[config.mk]
export PLATFORM = sky130hd
export DESIGN_NAME = nbt_cell
export DESIGN_NICKNAME = d
export VERILOG_FILES = /design/src/hw/rtl/nbt_pkg.sv /design/src/hw/rtl/nbt_cell.sv
export SDC_FILE = /design/constraint.sdc
export NUM_CORES = 1
export LEC_CHECK = 0
export ABC_AREA = 1
export BUFFER_PORTS_ARGS = -buffer_cell sky130_fd_sc_hd__buf_2
export CORE_MARGIN = 3
export CORE_UTILIZATION = 30
export DETAILED_ROUTE_END_ITERATION = 7
export SLEW_MARGIN = 30
export SYNTH_ARGS = -nofsm -noshare
export SYNTH_HDL_FRONTEND = slang
export SYNTH_SLANG_ARGS = --single-unit
export TNS_END_PERCENT = 50
[constraint.sdc]
create_clock -name clk_i -period 7.2 [get_ports clk_i]
set_input_delay 0.72 -clock clk_i [delete_from_list [all_inputs] [get_ports clk_i]]
set_output_delay 0.72 -clock clk_i [all_outputs]
set_load 0.02 [all_outputs]
[src/hw/rtl/nbt_pkg.sv]
package nbt_pkg;

  localparam int unsigned X_W            = 10;
  localparam int unsigned Y_W            = 9;
  localparam int unsigned ID_W           = 16;
  localparam int unsigned RAD_W          = 11;
  localparam int unsigned RADIUS_RESET   = 75;
  localparam int unsigned MAX_POINTS_DEF = 64;
  localparam int unsigned IDX_OUT_W      = 6;
  localparam int unsigned IDX_MAX_W      = 8;
  localparam int unsigned CNT_MAX_W      = 9;
  // Squared distance width, rounded up to even so the root has S_W/2 digits.
  localparam int unsigned S_W            = 22;

  typedef struct packed {
    logic [X_W-1:0] point_x;
    logic [Y_W-1:0] point_y;
    logic           frame_empty;
    logic           end_of_frame;
  } in_word_t;

  typedef struct packed {
    logic                 matched;
    logic [IDX_OUT_W-1:0] match_index;
    logic [ID_W-1:0]      blob_id;
    logic                 capacity_overflow;
    logic                 frame_done;
  } out_word_t;

  typedef struct packed {
    logic                 found;
    logic [RAD_W-1:0]     best;
    logic [IDX_MAX_W-1:0] idx;
    logic [ID_W-1:0]      id;
  } chain_t;

  typedef struct packed {
    logic                 sq_en;
    logic                 root_en;
    logic [S_W-1:0]       root_bit;
    logic                 chain_en;
    logic                 wr_en;
    logic [IDX_MAX_W-1:0] wr_idx;
    logic                 close;
    logic [X_W-1:0]       qx;
    logic [Y_W-1:0]       qy;
    logic [ID_W-1:0]      wid;
    logic [CNT_MAX_W-1:0] prev_count;
  } cell_ctl_t;

endpackage

[src/hw/rtl/nbt_cell.sv]
module nbt_cell
  import nbt_pkg::*;
#(
  parameter int unsigned INDEX = 0
) (
  input  logic      clk_i,
  input  logic      rst_ni,
  input  cell_ctl_t ctl_i,
  input  chain_t    chain_i,
  output chain_t    chain_o
);

  logic [X_W-1:0]     cur_x_q, prev_x_q;
  logic [Y_W-1:0]     cur_y_q, prev_y_q;
  logic [ID_W-1:0]    cur_id_q, prev_id_q;
  logic [S_W-1:0]     rem_q, root_q;
  chain_t             chain_q, chain_d;
  logic [X_W-1:0]     dx;
  logic [Y_W-1:0]     dy;
  logic [2*X_W-1:0]   dxx;
  logic [2*Y_W-1:0]   dyy;
  logic [S_W-1:0]     trial;
  logic               sel;
  logic               in_range;
  logic               take;

  assign sel      = ctl_i.wr_en && (ctl_i.wr_idx == IDX_MAX_W'(INDEX));
  assign dx       = (ctl_i.qx >= prev_x_q) ? ctl_i.qx - prev_x_q : prev_x_q - ctl_i.qx;
  assign dy       = (ctl_i.qy >= prev_y_q) ? ctl_i.qy - prev_y_q : prev_y_q - ctl_i.qy;
  assign dxx      = dx * dx;
  assign dyy      = dy * dy;
  assign trial    = root_q + ctl_i.root_bit;
  assign in_range = CNT_MAX_W'(INDEX) < ctl_i.prev_count;
  assign take     = in_range && (root_q[RAD_W-1:0] <= chain_i.best);

  always_comb begin
    chain_d = chain_i;
    if (take) begin
      chain_d.found = 1'b1;
      chain_d.best  = root_q[RAD_W-1:0];
      chain_d.idx   = IDX_MAX_W'(INDEX);
      chain_d.id    = prev_id_q;
    end
  end

  always_ff @(posedge clk_i) begin
    if (sel) begin
      cur_x_q  <= ctl_i.qx;
      cur_y_q  <= ctl_i.qy;
      cur_id_q <= ctl_i.wid;
    end
    if (ctl_i.close) begin
      prev_x_q  <= sel ? ctl_i.qx  : cur_x_q;
      prev_y_q  <= sel ? ctl_i.qy  : cur_y_q;
      prev_id_q <= sel ? ctl_i.wid : cur_id_q;
    end
    if (ctl_i.sq_en) begin
      rem_q  <= S_W'(dxx) + S_W'(dyy);
      root_q <= '0;
    end else if (ctl_i.root_en) begin
      if (rem_q >= trial) begin
        rem_q  <= rem_q - trial;
        root_q <= (root_q >> 1) + ctl_i.root_bit;
      end else begin
        root_q <= root_q >> 1;
      end
    end
  end

  always_ff @(posedge clk_i or negedge rst_ni) begin
    if (!rst_ni) begin
      chain_q <= '0;
    end else if (ctl_i.chain_en) begin
      chain_q <= chain_d;
    end
  end

  assign chain_o = chain_q;

endmodule

==> flow_results.xml, run 1 <==
<?xml version="1.0" encoding="UTF-8"?>
<metrics>
  <group name="placement">
    <metric name="preCtsSetupSlack" unit="ns">-0.332</metric>
    <metric name="place_congestion" unit="">0.931</metric>
    <metric name="number_of_port_buffers" unit="">152</metric>
    <metric name="detailed_place_hpwl" unit="mm">37.0</metric>
  </group>
  <group name="detailed_routing">
    <metric name="via_count" unit="">14904</metric>
    <metric name="number_of_vias_per_cell" unit="">4.65</metric>
    <metric name="antenna_viol_nets_final" unit="">0</metric>
    <metric name="drt_iter0_markers" unit="">641</metric>
    <metric name="wirelength" unit="mm">44.4</metric>
    <metric name="routed_wire_length_per_instance" unit="um">13.9</metric>
    <metric name="drtPass1Iterations" unit="">4</metric>
    <metric name="detail_route.drc_violations" unit="">0</metric>
  </group>
  <group name="worst_setup_path">
    <metric name="worstSetupStartpointType" unit="">flip-flop</metric>
    <metric name="worstSetupPathType" unit="">flip-flop to flip-flop</metric>
    <metric name="crit_required" unit="ns">7.40</metric>
    <metric name="critical_path.slowest_cell" unit="">sky130_fd_sc_hd__fa_1</metric>
    <metric name="critPathMaxFanout" unit="">4</metric>
    <metric name="crit_path_end_kind" unit="">flip-flop</metric>
    <metric name="worstPathArrival" unit="ns">7.00</metric>
    <metric name="worst_path_most_repeated_cell" unit="">sky130_fd_sc_hd__inv_1</metric>
    <metric name="cpPeakStageDelay" unit="ns">0.55</metric>
  </group>
  <group name="logic_synthesis">
    <metric name="yosys.cell_types.count" unit="">52</metric>
    <metric name="synthesis.area" unit="um^2">16600</metric>
    <metric name="yosys_register_bits" unit="">150</metric>
    <metric name="dominantRegCellSynth" unit="">sky130_fd_sc_hd__edfxtp_1</metric>
    <metric name="synth_nets" unit="">2617</metric>
    <metric name="postSynthCellCount" unit="">2199</metric>
    <metric name="postSynth.asyncResetShare" unit="%">24.0</metric>
    <metric name="synthesis.area_per_instance" unit="um^2">7.53</metric>
    <metric name="synth-seq-area-share" unit="%">22.7</metric>
    <metric name="synth_edf_count" unit="">57</metric>
    <metric name="yosys_warnings" unit="">0</metric>
  </group>
  <group name="sta">
    <metric name="clock-skew-final" unit="ns">0.0113</metric>
    <metric name="worst_slew_pin_slew" unit="ns">0.823</metric>
    <metric name="setup-violations-final" unit="">0</metric>
    <metric name="post-route-period-util" unit="%">94.3</metric>
    <metric name="timing_hold_violations_final" unit="">0</metric>
    <metric name="number_of_pins_with_negative_max_slew_slack_in_the_final_report" unit="">0</metric>
    <metric name="final_critical_path_setup_slack" unit="ns">0.409</metric>
    <metric name="final.min_clock_period" unit="ns">6.79</metric>
    <metric name="timing.fmax" unit="GHz">0.147</metric>
    <metric name="max_slew_margin" unit="%">45.1</metric>
  </group>
  <group name="floorplan">
    <metric name="dieArea" unit="um^2">58100</metric>
    <metric name="std_cell_rows" unit="">85</metric>
    <metric name="floorplan.initialDensity" unit="%">30.5</metric>
    <metric name="die_y" unit="um">241</metric>
    <metric name="area_inside_the_core_boundary" unit="um^2">54200</metric>
    <metric name="chipWidth" unit="um">241</metric>
    <metric name="io-pin-count" unit="">153</metric>
  </group>
  <group name="clock_tree">
    <metric name="clk-insertion-delay-late" unit="ns">0.47</metric>
    <metric name="numCtsBuffers" unit="">17</metric>
    <metric name="clkSlewWorstSetupHoldPaths" unit="ns">0.07</metric>
    <metric name="cts_tree" unit="">yes</metric>
    <metric name="clk_buf_depth" unit="">2</metric>
    <metric name="cts_sinks" unit="">150</metric>
    <metric name="postCtsHoldBufs" unit="">0</metric>
    <metric name="clockRootBuffer" unit="">sky130_fd_sc_hd__clkbuf_16</metric>
    <metric name="cts.htree.levels" unit="">4</metric>
  </group>
  <group name="grt">
    <metric name="grt_antenna_before_repair" unit="">0</metric>
    <metric name="wire_length_of_the_first_global_routing_pass" unit="mm">72.6</metric>
    <metric name="grt_start_max_net_pins" unit="">73</metric>
    <metric name="number_of_global_route_vias_before_repair" unit="">15105</metric>
    <metric name="groute.usage.overall" unit="%">15.4</metric>
    <metric name="globalRoute.totalOverflow" unit="">0</metric>
  </group>
  <group name="final_layout">
    <metric name="layout-drive-gt1-share" unit="%">18.5</metric>
    <metric name="most_frequent_cells_in_the_layout" unit="">sky130_fd_sc_hd__nand2_1, sky130_fd_sc_hd__inv_1, sky130_fd_sc_hd__nand3_1</metric>
    <metric name="total_number_of_nets_in_the_final_design" unit="">2913</metric>
    <metric name="synthToLayoutAreaGrowth" unit="%">21.1</metric>
    <metric name="antenna-diode-count" unit="">0</metric>
    <metric name="layout.filler_cells" unit="">5703</metric>
    <metric name="layout.cells.most_common" unit="">sky130_fd_sc_hd__nand2_1</metric>
  </group>
  <group name="flow_run">
    <metric name="cap_viol_max_count" unit="">0</metric>
  </group>
  <group name="hold_path">
    <metric name="class_of_the_most_critical_hold_timing_path" unit="">input pin to asynchronous set/reset pin</metric>
  </group>
  <group name="status">
    <metric name="status" unit="">finished, final reports clean</metric>
  </group>
</metrics>
[sequential cells by signal (all words and copies together) (netlist names)]
name       flops
chain_o       36
cur_id_q      16
cur_x_q       10
cur_y_q        9
prev_id_q     16
prev_x_q      10
prev_y_q       9
rem_q         22
root_q        22
[synthesized netlist by cell type (all sizes together), types with 10 or more instances]
| cell | number | area share (%) |
|---|---|---|
| nor3 | 14 | 0.49 |
| buf | 18 | 0.60 |
| o21ai | 128 | 4.0 |
| nand3 | 187 | 5.7 |
| mux2 | 18 | 1.2 |
| o21bai | 13 | 0.59 |
| dfxtp | 57 | 6.9 |
| edfxtp | 57 | 10 |
| ha | 184 | 14 |
| nand2 | 455 | 11 |
| fa | 117 | 14 |
| nand4 | 10 | 0.42 |
| dfrtp | 36 | 5.4 |
| xor2 | 40 | 2.1 |
| xnor2 | 32 | 1.7 |
| nor2 | 167 | 4.2 |
| a21o | 12 | 0.54 |
| a21oi | 145 | 4.5 |
| nand3b | 11 | 0.50 |
| inv | 429 | 9.7 |
| clkbuf | 28 | 0.63 |
[kinds of logic (layout without fill, tap and decap cells)]
family	after synthesis	count (layout)	synth area share [%]
flip-flops	150	150	22.7
AND/OR/NAND/NOR	859	859	22.6
adder cells (fa/ha/maj)	301	301	28.0
multiplexers	18	18	1.22
AO/OA/AOI/OAI	324	324	10.7
XOR/XNOR	72	72	3.81
buffers and inverters	475	784	11.0
[area by class of cell]
cell class                      count  area [um^2]  share of cell area, %
Timing Repair Buffer              323         2070                   10.3
Multi-Input combinational cell   1574        11100                   55.6
Sequential cell                   150         3750                   18.7
Clock buffer                       17          425                   2.12
Inverter                          429         1610                   8.04
Clock inverter                     15          176                  0.880
Tap cell                          696          871                   4.34
[worst paths after layout]
check                                           start                      end  slack [ns]  depth (start not counted)
worst max-delay path            prev_x_q[0]$_DFFE_PP_      rem_q[12]$_DFFE_PP_        0.41                         33
worst min-delay path                           rst_ni  chain_o[30]$_DFFE_PN0P_        0.35                          1
worst max register to register  prev_x_q[0]$_DFFE_PP_      rem_q[12]$_DFFE_PP_        0.41                         33
worst min register to register     cur_y_q[1]$_DFF_P_       cur_y_q[1]$_DFF_P_        0.47                          2
max in group asynchronous                      rst_ni   chain_o[6]$_DFFE_PN0P_        6.33                          1
min in group clk_i                 cur_y_q[1]$_DFF_P_       cur_y_q[1]$_DFF_P_        0.47                          2
[critical path: cells and delay by family (launching register included)]
family,cells,cell delay (ns)
fa+ha+maj,9,3.85
compound gates,6,0.79
buf+inv,10,0.74
simple gates,6,0.46
flops,1,0.39
xor+xnor,2,0.29
[per-stage QoR]
| stage | hold WS [ns] | setup TNS [ns] | util, % | std cells | instance area [um^2] |
|---|---|---|---|---|---|
| after global routing | 0.391 | -0.0376 | 37.0 | 3204 | 20100 |
| after detailed placement | 0.460 | -2.14 | 35.6 | 3170 | 19300 |
| after floorplan | 0.424 | 0 | - | 2199 | 16600 |
| after global placement | 0.443 | -1.28 | 35.6 | 3170 | 19300 |
| final | 0.348 | 0 | 37.0 | 3204 | 20100 |
| after CTS | 0.347 | 0 | 36.7 | 3202 | 19900 |
[timing repair]
item / in CTS / in global routing
setup endpoints to repair: 0 / 12
buffers inserted: 0 / 2
resized for setup: 0 / 33
[per-layer routing]
layer  global-route usage (%)  up-vias  wire, um
li1                         -     7613         -
met1                     19.4     6991     19900
met2                     27.2      248     22200
met3                     2.27       52      1380
met4                     4.76        0       897
met5                        0        -         0
Power of run 1 is left out: the tool's default activity adds up to more than one toggle a clock period on the data nets, which glitch-free logic cannot reach.
==> run 2, diff against run 1 <==
--- a/config.mk
+++ b/config.mk
@@ -7,6 +7,7 @@
 export LEC_CHECK = 0
 export ABC_AREA = 1
 export BUFFER_PORTS_ARGS = -buffer_cell sky130_fd_sc_hd__buf_2
+export CORE_ASPECT_RATIO = 2
 export CORE_MARGIN = 3
 export CORE_UTILIZATION = 30
 export DETAILED_ROUTE_END_ITERATION = 7
==> run 2 against run 1 <==
Compared with the run above:
- wire length is 5.2% higher
- die area is 0.30% higher
- clock skew fell by 0.0012 ns
- sequential share of layout area decreased by 0.11 points
- global-route usage is 0.84 points higher
- clock-buffer cell count up 1
- hold slack got worse by 0.12 ns
- fmax decreased by 0.20%
- final cell count is 0.16% higher
- cell area rose by 0.58%
- register-to-register slack about the same
- highest routed layer unchanged
==> flow_results.xml, run 2 (synthesis gave the netlist of run 1 again) <==
<?xml version="1.0" encoding="UTF-8"?>
<metrics>
  <group name="worst_setup_path">
    <metric name="worstPathArrival" unit="ns">7.02</metric>
    <metric name="crit_path_end_kind" unit="">flip-flop</metric>
    <metric name="critPathMaxFanout" unit="">10</metric>
    <metric name="worstSetupPathType" unit="">flip-flop to flip-flop</metric>
    <metric name="worst_path_most_repeated_cell" unit="">sky130_fd_sc_hd__nand2_1</metric>
    <metric name="crit_required" unit="ns">7.42</metric>
    <metric name="worstSetupStartpointType" unit="">flip-flop</metric>
    <metric name="critical_path.slowest_cell" unit="">sky130_fd_sc_hd__fa_1</metric>
    <metric name="cpPeakStageDelay" unit="ns">0.57</metric>
  </group>
  <group name="grt">
    <metric name="number_of_global_route_vias_before_repair" unit="">15633</metric>
    <metric name="globalRoute.totalOverflow" unit="">0</metric>
    <metric name="top_usage_layer" unit="">met2</metric>
    <metric name="grt_antenna_before_repair" unit="">1</metric>
    <metric name="grt_util_met2" unit="%">33.2</metric>
    <metric name="grt_start_max_net_pins" unit="">73</metric>
    <metric name="met1_usage" unit="%">15.0</metric>
    <metric name="groute.usage.overall" unit="%">16.2</metric>
    <metric name="grtUsageMet3" unit="%">1.78</metric>
    <metric name="wire_length_of_the_first_global_routing_pass" unit="mm">75.2</metric>
  </group>
  <group name="detailed_routing">
    <metric name="wirelength" unit="mm">46.7</metric>
    <metric name="via_count" unit="">15013</metric>
    <metric name="antenna_viol_nets_final" unit="">0</metric>
    <metric name="detail_route.drc_violations" unit="">0</metric>
    <metric name="drt_iter0_markers" unit="">588</metric>
    <metric name="routed_wire_length_per_instance" unit="um">14.6</metric>
    <metric name="drtPass1Iterations" unit="">5</metric>
    <metric name="number_of_vias_per_cell" unit="">4.68</metric>
  </group>
  <group name="clock_tree">
    <metric name="cts.htree.levels" unit="">4</metric>
    <metric name="numCtsBuffers" unit="">17</metric>
    <metric name="clk-insertion-delay-late" unit="ns">0.45</metric>
    <metric name="clk_buf_depth" unit="">2</metric>
    <metric name="clockRootBuffer" unit="">sky130_fd_sc_hd__clkbuf_16</metric>
    <metric name="cts_sinks" unit="">150</metric>
    <metric name="clkSlewWorstSetupHoldPaths" unit="ns">0.07</metric>
    <metric name="postCtsHoldBufs" unit="">0</metric>
    <metric name="cts_tree" unit="">yes</metric>
  </group>
  <group name="hold_path">
    <metric name="class_of_the_most_critical_hold_timing_path" unit="">input pin to asynchronous set/reset pin</metric>
  </group>
  <group name="floorplan">
    <metric name="io-pin-count" unit="">153</metric>
    <metric name="std_cell_rows" unit="">121</metric>
    <metric name="die_y" unit="um">338</metric>
    <metric name="area_inside_the_core_boundary" unit="um^2">54500</metric>
    <metric name="dieArea" unit="um^2">58200</metric>
    <metric name="chipWidth" unit="um">172</metric>
    <metric name="floorplan.initialDensity" unit="%">30.4</metric>
  </group>
  <group name="sta">
    <metric name="post-route-period-util" unit="%">94.5</metric>
    <metric name="number_of_pins_with_negative_max_slew_slack_in_the_final_report" unit="">0</metric>
    <metric name="worst_slew_pin_slew" unit="ns">0.932</metric>
    <metric name="timing_hold_violations_final" unit="">0</metric>
    <metric name="max_slew_margin" unit="%">37.9</metric>
    <metric name="setup_repair_after_global_routing_missed_its_margin" unit="">yes</metric>
    <metric name="final.min_clock_period" unit="ns">6.81</metric>
    <metric name="clock-skew-final" unit="ns">0.0101</metric>
    <metric name="setup-violations-final" unit="">0</metric>
    <metric name="timing.fmax" unit="GHz">0.147</metric>
  </group>
  <group name="final_layout">
    <metric name="layout.filler_cells" unit="">5795</metric>
    <metric name="layout.cells.most_common" unit="">sky130_fd_sc_hd__nand2_1</metric>
    <metric name="synthToLayoutAreaGrowth" unit="%">21.8</metric>
    <metric name="largest_register_ffs" unit="">36</metric>
    <metric name="most_frequent_cells_in_the_layout" unit="">sky130_fd_sc_hd__nand2_1, sky130_fd_sc_hd__inv_1, sky130_fd_sc_hd__buf_4</metric>
    <metric name="total_number_of_nets_in_the_final_design" unit="">2937</metric>
    <metric name="layout-drive-gt1-share" unit="%">19.1</metric>
    <metric name="layout.cells.non_filler" unit="">3209</metric>
  </group>
  <group name="placement">
    <metric name="post-place-cells" unit="">3173</metric>
    <metric name="place_congestion" unit="">0.922</metric>
    <metric name="number_of_port_buffers" unit="">152</metric>
    <metric name="detailed_place_hpwl" unit="mm">39.4</metric>
  </group>
  <group name="flow_run">
    <metric name="cap_viol_max_count" unit="">0</metric>
  </group>
  <group name="status">
    <metric name="status" unit="">finished, final reports clean</metric>
  </group>
</metrics>
==> run 2: cell count changes in the layout (fill, tap and decap cells not counted), moves of 2 or more <==
| cell | delta |
|---|---|
| sky130_fd_sc_hd__nor2_1 | -4 |
| sky130_fd_sc_hd__nand2_1 | +4 |
| sky130_fd_sc_hd__nor2_2 | +4 |
| sky130_fd_sc_hd__inv_8 | -2 |
| sky130_fd_sc_hd__nand3_1 | +2 |
| sky130_fd_sc_hd__nand2_2 | -4 |
| sky130_fd_sc_hd__clkinv_8 | -3 |
| sky130_fd_sc_hd__clkinv_4 | +2 |
| sky130_fd_sc_hd__nand3_2 | -2 |
| sky130_fd_sc_hd__buf_4 | +25 |
==> run 2: layout make-up <==
| cell class | count | area [um^2] | area share [%] |
|---|---|---|---|
| clock buffers | 18 | 439 | 2.18 |
| repair buffers | 347 | 2240 | 11.1 |
| clock inverters | 14 | 160 | 0.794 |
| well taps | 676 | 846 | 4.19 |
| multi-input cells | 1574 | 11100 | 55.1 |
| diodes | 1 | 2.50 | 0.0124 |
| flip-flops and latches | 150 | 3750 | 18.6 |
| inverters | 429 | 1610 | 7.99 |
==> run 2: timing repair <==
item                                    4_1_cts  5_1_grt
resized for setup                             0       34
endpoints found under the setup margin        0       12
setup buffers                                 0        3
==> run 2: worst max-delay path: cells and delay by family (launching register included) <==
| kind | cells | cell delay (ns) |
|---|---|---|
| adders and majority gates | 8 | 3.64 |
| DFF | 1 | 0.45 |
| buffers and inverters | 6 | 0.79 |
| xor gates and xnor gates | 3 | 0.45 |
| and+or+nand+nor | 10 | 0.80 |
| AOI/OAI and AO/OA | 3 | 0.45 |
==> run 2: through the flow <==
step | area, um^2 | hold WS [ns] | setup slack [ns] | setup TNS (ns) | util, %
2_1_floorplan | 16600 | 0.424 | 0.0848 | 0 | -
3_3_place_gp | 19400 | 0.443 | -0.304 | -1.98 | 35.6
3_5_place_dp | 19400 | 0.456 | -0.346 | -2.72 | 35.6
4_1_cts | 20000 | 0.397 | 0.0825 | 0 | 36.7
5_1_grt | 20200 | 0.245 | -0.0379 | -0.0445 | 37.0
6_report | 20200 | 0.232 | 0.395 | 0 | 37.0
==> run 2: path summary, 6_finish.rpt <==
kind / start / cells after the start / slack [ns] / to
worst min register to register: cur_x_q[8]$_DFF_P_ / 2 / 0.47 / cur_x_q[8]$_DFF_P_
max in group asynchronous: rst_ni / 1 / 6.61 / chain_o[1]$_DFFE_PN0P_
worst max register to register: prev_y_q[1]$_DFFE_PP_ / 30 / 0.39 / rem_q[13]$_DFFE_PP_
worst max-delay path: prev_y_q[1]$_DFFE_PP_ / 30 / 0.39 / rem_q[13]$_DFFE_PP_
min in group clk_i: cur_x_q[8]$_DFF_P_ / 2 / 0.47 / cur_x_q[8]$_DFF_P_
worst min-delay path: rst_ni / 1 / 0.23 / chain_o[16]$_DFFE_PN0P_
==> run 2: routing by layer <==
layer  up-vias  part of all wire [%]
li1       7675                     -
met1      6992                    35
met2       243                    58
met3       103                   2.0
met4         0                   5.1
met5         -                     0
Power of run 2 is left out for the same reason.
